===== src/slm_pkg.sv =====
// slm_pkg: shared types and constants for the sorted list merge block
// holds the operation codes, the queued command format and the back-end states
// no dependencies
package slm_pkg;

    // width of one element
    localparam int unsigned VALUE_W = 32;
    // width of the func selector on the input stream
    localparam int unsigned FUNC_W  = 2;

    // command queue between front and back
    localparam int unsigned QDEPTH  = 4;
    localparam int unsigned QAW     = 2;
    localparam int unsigned QCW     = 3;

    // func codes as they arrive on the input stream
    localparam logic [FUNC_W-1:0] FUNC_APPEND_A = 2'd0;
    localparam logic [FUNC_W-1:0] FUNC_APPEND_B = 2'd1;
    localparam logic [FUNC_W-1:0] FUNC_POP      = 2'd2;
    localparam logic [FUNC_W-1:0] FUNC_CLEAR    = 2'd3;

    // classified operation
    typedef enum logic [1:0] {
        OP_APPEND_A,
        OP_APPEND_B,
        OP_POP,
        OP_CLEAR
    } t_op;

    // one queued command
    typedef struct packed {
        t_op                       op;
        logic signed [VALUE_W-1:0] value;
    } t_cmd;

    // back-end sequencer states
    typedef enum logic {
        S_IDLE,
        S_MERGE
    } t_state;

endpackage


===== src/slm_front.sv =====
// slm_front: input side of the sorted list merge block
// accepts stream transactions, classifies func into an operation, queues commands
// depends on slm_pkg
module slm_front (
    input  logic                                i_clk,
    input  logic                                i_rst_n,
    input  logic                                i_valid,
    output logic                                o_ready,
    input  logic [slm_pkg::FUNC_W-1:0]          i_func,
    input  logic signed [slm_pkg::VALUE_W-1:0]  i_value,
    output logic                                o_cmd_valid,
    output slm_pkg::t_cmd                       o_cmd,
    input  logic                                i_deq
);

    slm_pkg::t_cmd                  r_queue [slm_pkg::QDEPTH];
    logic [slm_pkg::QAW-1:0]        r_wr_ptr;
    logic [slm_pkg::QAW-1:0]        r_rd_ptr;
    logic [slm_pkg::QCW-1:0]        r_count;
    logic [slm_pkg::QCW-1:0]        n_count;
    slm_pkg::t_cmd                  new_cmd;
    logic                           enq;

    // classify the incoming func code
    always_comb begin
        new_cmd.value = i_value;
        case (i_func)
            slm_pkg::FUNC_APPEND_A: new_cmd.op = slm_pkg::OP_APPEND_A;
            slm_pkg::FUNC_APPEND_B: new_cmd.op = slm_pkg::OP_APPEND_B;
            slm_pkg::FUNC_POP:      new_cmd.op = slm_pkg::OP_POP;
            slm_pkg::FUNC_CLEAR:    new_cmd.op = slm_pkg::OP_CLEAR;
            default:                new_cmd.op = slm_pkg::OP_CLEAR;
        endcase
    end

    assign o_ready     = (r_count != slm_pkg::QCW'(slm_pkg::QDEPTH));
    assign enq         = i_valid && o_ready;
    assign o_cmd_valid = (r_count != '0);
    assign o_cmd       = r_queue[r_rd_ptr];

    // occupancy update
    always_comb begin
        n_count = r_count;
        case ({enq, i_deq})
            2'b10:   n_count = r_count + slm_pkg::QCW'(1);
            2'b01:   n_count = r_count - slm_pkg::QCW'(1);
            default: n_count = r_count;
        endcase
    end

    // queue pointers
    always_ff @(posedge i_clk) begin
        if (!i_rst_n) begin
            r_wr_ptr <= '0;
            r_rd_ptr <= '0;
            r_count  <= '0;
        end else begin
            r_count <= n_count;
            if (enq) begin
                r_wr_ptr <= r_wr_ptr + slm_pkg::QAW'(1);
            end
            if (i_deq) begin
                r_rd_ptr <= r_rd_ptr + slm_pkg::QAW'(1);
            end
        end
    end

    // queue storage
    always_ff @(posedge i_clk) begin
        if (enq) begin
            r_queue[r_wr_ptr] <= new_cmd;
        end
    end

endmodule


===== config.mk =====
export PLATFORM = sky130hd
export DESIGN_NAME = slm_front
export DESIGN_NICKNAME = d
export VERILOG_FILES = /design/src/slm_pkg.sv /design/src/slm_front.sv
export SDC_FILE = /design/constraint.sdc
export NUM_CORES = 1
export LEC_CHECK = 0
export ABC_AREA = 1
export BUFFER_PORTS_ARGS = -buffer_cell sky130_fd_sc_hd__buf_4
export CELL_PAD_IN_SITES_DETAIL_PLACEMENT = 1
export CELL_PAD_IN_SITES_GLOBAL_PLACEMENT = 2
export CORE_AREA = 2 2 171 106
export DETAILED_ROUTE_END_ITERATION = 10
export DIE_AREA = 0 0 173 108
export MAX_ROUTING_LAYER = met4
export PLACE_DENSITY = 0.7
export SLEW_MARGIN = 10
export SYNTH_ARGS = -nofsm -noshare
export SYNTH_HDL_FRONTEND = slang
export SYNTH_SLANG_ARGS = --single-unit

===== constraint.sdc =====
create_clock -name i_clk -period 3.45 [get_ports i_clk]
set_clock_uncertainty 0.1 [all_clocks]
set_input_delay 0.69 -clock i_clk [delete_from_list [all_inputs] [get_ports i_clk]]
set_output_delay 0.69 -clock i_clk [all_outputs]
set_load 0.02 [all_outputs]

**Word-level counts from Yosys, hierarchy flattened**

Memories as Yosys holds them, arrays and structs flattened. A register that Yosys moved wholly into a read port is not among the register bits.
Cells that the tools add are included.

- $add $sub $neg: 4
- Equal/unequal tests: 6
- Muxes and demuxes: 6
- Reduce and logical (&&, ||, !) cells: 4

Operators with widths:

| cell | count |
|---|---|
| 2-bit one-hot mux with 4 select lines | 1 |
| 2-bit == test (second input constant) | 3 |
| 3-bit one-hot mux with 2 select lines | 1 |
| 2-bit by 1-bit adder with 2-bit output (second input constant) | 2 |
| 2-bit by 1-bit == test with 1-bit output (second input constant) | 2 |
| 2-bit two-way mux | 2 |
| 3-bit by 1-bit adder with 3-bit output (second input constant) | 1 |
| 3-bit inequality test (second input constant) | 1 |
| 3-bit nonzero test | 1 |
| 3-bit by 1-bit subtractor with 3-bit output (second input constant) | 1 |
| 2-bit logical NOT | 1 |
| 1-bit two-way mux | 2 |
| 2-bit nonzero test | 1 |
| 1-bit logical AND | 1 |

- Register bits: 7
- Memory bits (writable): 136
- Input port bits: 38
- Logic and storage cells: 24
- Memories kept: 1

Memory list:

| memory | words | bits a word | rd ports | clocked after Yosys merged registers in | write ports | line | source |
|---|---|---|---|---|---|---|---|
| r_queue | 4 | 34 | 1 | 1 | 1 | slm_front.sv:16 | `slm_pkg::t_cmd r_queue [slm_pkg::QDEPTH];` |

**Logic depth before layout (Yosys ltp)**

Gate-level depths: netlist of the first run.

- Word-level depth: 4
- Mapped depth: 12
- Depth with buffers taken out: 12

**Least setup slack after synthesis of the first run**

No wires, ideal clock.

- Path type: register -> register
- Start point: register r_count[0] (netlist bit)
- End point: memory r_queue[0][0] (netlist bit) (enable)
- Library setup time: 425 ps
- Data arrival time: 2,306 ps
- Slack: 618 ps
- Cell stages (with the launch flop): 5
- Path buffers: 0
- Path through: dfxtp_1 inv_1 nand3_1 nand2_1 nor2_1

- Cells in the longest elaborated chain, start to end: 4

Ends and longest elaborated chain:

| element | line | source |
|---|---|---|
| start: declaration | slm_front.sv:19 | `logic [slm_pkg::QCW-1:0] r_count;` |
| start signal: assignment | slm_front.sv:58 | `r_count <= n_count;` |
| 3-bit inequality test | slm_front.sv:36 | `assign o_ready = (r_count != slm_pkg::QCW'(slm_pkg::QDEPTH));` |
| named net o_ready | slm_front.sv:8 | `output logic o_ready,` |
| 1-bit logical AND | slm_front.sv:37 | `assign enq = i_valid && o_ready;` |
| 1-bit two-way mux | slm_front.sv:70 | `if (enq) begin` |
| 1-bit two-way mux (implied by the code) | slm_front.sv:71 | `r_queue[r_wr_ptr] <= new_cmd;` |
| end: declaration | slm_front.sv:16 |  |

The timed path passes the listed nets, and every way through them passes these cells.

==> results of run 1 <==
## where the power goes
group	internal, W	leakage (nW)	switching [W]
logic	0.000199	0.875	0.000359
clock network	0.00120	0.289	0.000707
registers	0.00204	1.32	0.0000327
## worst max-delay path, delay by kind of cell (launching register included)
family,cells,cell delay [ns]
DFF,1,0.44
buffers and inverters,2,0.65
AOI/OAI and AO/OA,2,0.44
## cell usage in the layout, fill, tap and decap left out, drive strengths merged
master,n
a21oi,5
nand3b,1
buf,81
o22ai,34
edfxtp,136
inv,17
dfxtp,9
clkinvlp,4
bufinv,4
nand2,8
nor2,77
clkbuf,17
ha,5
o21ai,72
clkinv,5
fa,1
nand3,4
nand4,1
## registers in the layout, indices dropped and copies added (netlist names), named ones only
signal and count:
r_rd_ptr 2, r_queue 136, r_count 3, r_wr_ptr 2
## stage by stage
stage          total power (W)  cells
2_1_floorplan          0.00243    392
3_3_place_gp           0.00266    684
3_5_place_dp           0.00268    684
4_1_cts                0.00459    715
5_1_grt                0.00472    715
6_report               0.00454    715
## cell families after synthesis
group	count (synthesis)	synth area share [%]
adders and majority gates	6	1.45
AOI/OAI and AO/OA	111	12.7
buffers and inverters	39	4.20
DFF	145	74.6
and+or+nand+nor	91	7.05
## metal layers
layer | global-route usage [%] | share of wire, % | vias up
met5 | - | 0 | -
met4 | 4.00 | 0.51 | 0
met3 | 4.82 | 5.1 | 6
met2 | 21.8 | 45 | 81
met1 | 20.8 | 49 | 1677
li1 | - | - | 1599
## cell type report
| cell class | instances | area [µm²] |
|---|---|---|
| sequential | 145 | 4270 |
| tap | 234 | 293 |
| inverter | 16 | 65.1 |
| clock inverter | 14 | 190 |
| fill | 1762 | 9860 |
| multi-input combinational | 208 | 1240 |
| clock buffer | 17 | 425 |
| timing repair buffer | 81 | 608 |
## worst paths after layout
| check | start | to | slack, ns | cells past startpoint |
|---|---|---|---|---|
| setup / recovery | flip-flop | o_cmd[15] | 0.67 | 4 |
| hold / removal | r_rd_ptr[1] | r_rd_ptr[1] | 0.37 | 1 |
| setup reg to reg | r_count[0] | r_count[2] | 1.13 | 12 |
| hold reg to reg | r_rd_ptr[1] | r_rd_ptr[1] | 0.37 | 1 |
==> impl_metrics.toml, run 1 <==
[critical_path]
crit_fanout = 68
criticalPathCategory = "reg -> out"
startpoint_type = "flip-flop"
worstPathCellList = "inv_6, o21ai_0, o22ai_2, buf_4"
cp_slowest_cell = "inv_6"
crit_required_ns = 2.66
critPathCaptureType = "primary output"
slowest_delay_ns = 0.46
crit_arrival_ns = 1.99

[clock_tree]
cts_setup_buffers = 0
cts.sinks = 145
clockBufferDepth = 2
numCtsBuffers = 17
cts_root_buffer = "clkbuf_16"
cts_max_level = 4
clk_latency_ns = 0.41
clk_pin_slew_ns = 0.06
cts_tree = "yes"
ctsResizeCount = 0
hold_buffers = 0

[routing]
wl_per_cell_um = 18.1
detail-route-antenna-nets = 0
wl_um = 12900
drtIter0Drc = 185
viasPerCell = 4.70
drt-pass1-iter-count = 4
via_count = 3363
drc = 0

[layout]
drive_gt1_share_pct = 32.8
nets = 513
antennaDiodeCount = 0
fin_util_pct = 41.8
stdcell_area_um2 = 7090
area_growth_pct = 24.0

[synthesis]
synthCells = 392
synth_area_per_cell_um2 = 14.6
synth-async-reset-ratio_pct = 0
synth_flop_cell = "edfxtp_1"
yosysWarnings = 0
synth_top_area_share_pct = 71.5
synth_fp_nets = 436
ys_top_cells_by_area = "edfxtp_1, o21ai_0, o22ai_2, nor2_1, dfxtp_1"
synth_cell_type_count = 24
synth_area_um2 = 5710
ys_ff_latch = 145
synth_edf_count = 136
ys_seq_area_share_pct = 74.6
yosysMostFrequentCell = "edfxtp_1"
yosys.area.top_type = "edfxtp_1"
synth_common_cells = "edfxtp_1, o21ai_0, nor2_1, nor2_2, o22ai_2"

[placement]
hpwl_um = 8010
place_ws_ns = 1.03
port_buffers = 73
routabilityCongestion = 0.771
dpl_cell_area_um2 = 6470

[global_routing]
gr-total-overflow = 0
grt_usage_pct = 15.2
first_global_vias = 3603
grt_max_degree = 69
grt_pass1_wl_um = 20500
antenna_found_initial = 0

[timing]
hold_slack_ns = 0.372
tightest_slew_ns = 0.671
max_freq_mhz = 360
worst_slack_ns = 0.671
finalSetupTns_ns = 0
finalCritPeriodShare_pct = 80.5
period_needed_ns = 2.78
hold_violations = 0
rsz0062_at_grt = "no"
drv_slew = 0
finalSetupViolCount = 0
max-slew-margin-rel_pct = 55.2

[die]
start_util_pct = 33.7
die_area_um2 = 18700
row_count = 37
core_um2 = 16900
num_io_pins = 74
die_w_um = 173
die_h_um = 108

[min_path]
hp-class = "reg -> reg"

[power_and_ir_drop]
irDropWorstVdd_mv = 0.327
cellLeakagePower_nw = 2.49
power.density_nw_per_um2 = 641

[run]
cap_viol_max_count = 0

[run_status]
status = "finished, final reports clean"
Note: power is estimated with default switching activity, not from simulation.
==> run 2: changes to the inputs <==
==> constraint.sdc (replaced) <==
create_clock -name i_clk -period 2.8 [get_ports i_clk]
set_clock_uncertainty 0.1 [all_clocks]
set_input_delay 0.56 -clock i_clk [delete_from_list [all_inputs] [get_ports i_clk]]
set_output_delay 0.56 -clock i_clk [all_outputs]
set_load 0.02 [all_outputs]
==> run 2 against run 1 <==
- via count about the same
- total power increased by 20%
- largest power group unchanged
- final area up 0.25%
- register-to-register slack worse by 0.61 ns
- global-route usage shrank 0.23 points
==> impl_metrics.toml, run 2 (same netlist as run 1, synthesis figures left out) <==
[layout]
antennaDiodeCount = 0
drive_gt1_share_pct = 33.1
final_cell_mix = "edfxtp_1, buf_4, o21ai_0"
final_common_cell = "edfxtp_1"
area_growth_pct = 24.3
fillers = 1799
largest_reg_flops = 136
fin_cells = 717
reg.largest.list = "r_queue: 136 flops, r_count: 3 flops"
regMostFlops = "r_queue"
fin_util_pct = 41.9
nets = 514

[routing]
viasPerCell = 4.69
via_count = 3360
detail-route-antenna-nets = 0
drc = 0
wl_per_cell_um = 18.0
drtIter0Drc = 182
wl_um = 12900
drt-pass1-iter-count = 4

[timing]
max_freq_mhz = 383
tightest_slew_ns = 0.588
period_needed_ns = 2.61
drv_slew = 0
max-slew-margin-rel_pct = 60.8
hold_violations = 0
finalSetupTns_ns = 0
finalCritPeriodShare_pct = 93.3
hold_slack_ns = 0.242
rsz0062_at_grt = "no"
finalSetupViolCount = 0

[critical_path]
slowest_delay_ns = 0.47
crit_required_ns = 2.14
cp_slowest_cell = "inv_6"
critical_path_buf_inv_count = 2
startpoint_type = "flip-flop"
critPathCaptureType = "primary output"
criticalPathCategory = "reg -> out"
reg2reg_depth = 12
worstPathCellList = "inv_6, o21ai_0, o22ai_1, buf_4"
crit_arrival_ns = 1.95
worst-path-stages = 4
crit_fanout = 68
crit_family = "buffers and inverters"

[clock_tree]
cts_root_buffer = "clkbuf_16"
cts_setup_buffers = 0
hold_buffers = 0
clockBufferDepth = 2
ctsResizeCount = 0
clk_pin_slew_ns = 0.06
cts_max_level = 4
cts.sinks = 145
clk_latency_ns = 0.41
cts_tree = "yes"
numCtsBuffers = 17

[global_routing]
antenna_found_initial = 0
grt_max_degree = 69
grt_pass1_wl_um = 20000
grt_usage_pct = 14.9
gr-total-overflow = 0
first_global_vias = 3548

[die]
die_area_um2 = 18700
num_io_pins = 74
die_w_um = 173
row_count = 37
core_um2 = 16900
die_h_um = 108
start_util_pct = 33.7

[run_status]
status = "finished, final reports clean"

[placement]
routabilityCongestion = 0.730
port_buffers = 73
dp.cells = 685
hpwl_um = 7680

[run]
cap_viol_max_count = 0

[power_and_ir_drop]
irDropWorstVdd_mv = 0.300
power.density_nw_per_um2 = 765
cellLeakagePower_nw = 2.48
power_w = 0.00543

[min_path]
hold_depth = 1
hp-class = "in -> reg"
[run 2: cell types whose count changed in the layout (fill, tap and decap cells not counted), sizes merged]
cell / previous run / this run
buf: 81 / 82
bufinv: 4 / 1
clkbuf: 17 / 18
clkinv: 5 / 3
inv: 17 / 22
[run 2: through the flow]
stage	area (µm²)	setup WS (ns)
after floorplan	5710	-0.0315
after global placement	6530	0.578
after detailed placement	6530	0.527
after CTS	7100	0.144
after global routing	7100	0.0242
final	7100	0.189
[run 2: layout make-up]
| type | instances | area [µm²] | share of cell area, % |
|---|---|---|---|
| inverters | 16 | 65.1 | 0.916 |
| clock inverters | 14 | 146 | 2.06 |
| clock buffers | 18 | 429 | 6.04 |
| well taps | 234 | 293 | 4.12 |
| multi-input cells | 208 | 1240 | 17.4 |
| flip-flops and latches | 145 | 4270 | 60.0 |
| repair buffers | 82 | 666 | 9.37 |
[run 2: layer usage]
metal  share of wire, %  GRT usage [%]
met2                 48           23.8
met4               0.98           4.90
met5                  0              -
met1                 46           18.2
met3                5.4           4.85
[run 2: report_power, final]
group / internal (W) / switching, W / leakage [nW]
combinational: 0.000260 / 0.000443 / 0.892
clock: 0.00125 / 0.000926 / 0.269
sequential: 0.00251 / 0.0000400 / 1.32
[run 2: final timing paths]
check                   start       endpoint  slack, ns
hold reg to reg   r_rd_ptr[1]    r_rd_ptr[1]       0.35
setup reg to reg   r_count[0]     r_count[2]       0.52
hold / removal     i_value[8]  r_queue[1][8]       0.24
setup / recovery    flip-flop       o_cmd[9]       0.19
[run 2: worst reg2reg max path: stages (launching register included)]
cell,delay (ns)
dfxtp_1,0.30
inv_1,0.13
nand3_1,0.22
nand2_1,0.39
ha_1,0.24
inv_1,0.07
fa_1,0.38
inv_1,0.07
nand2_1,0.06
nand3_1,0.08
nand2_1,0.05
inv_1,0.05
nor2_1,0.03
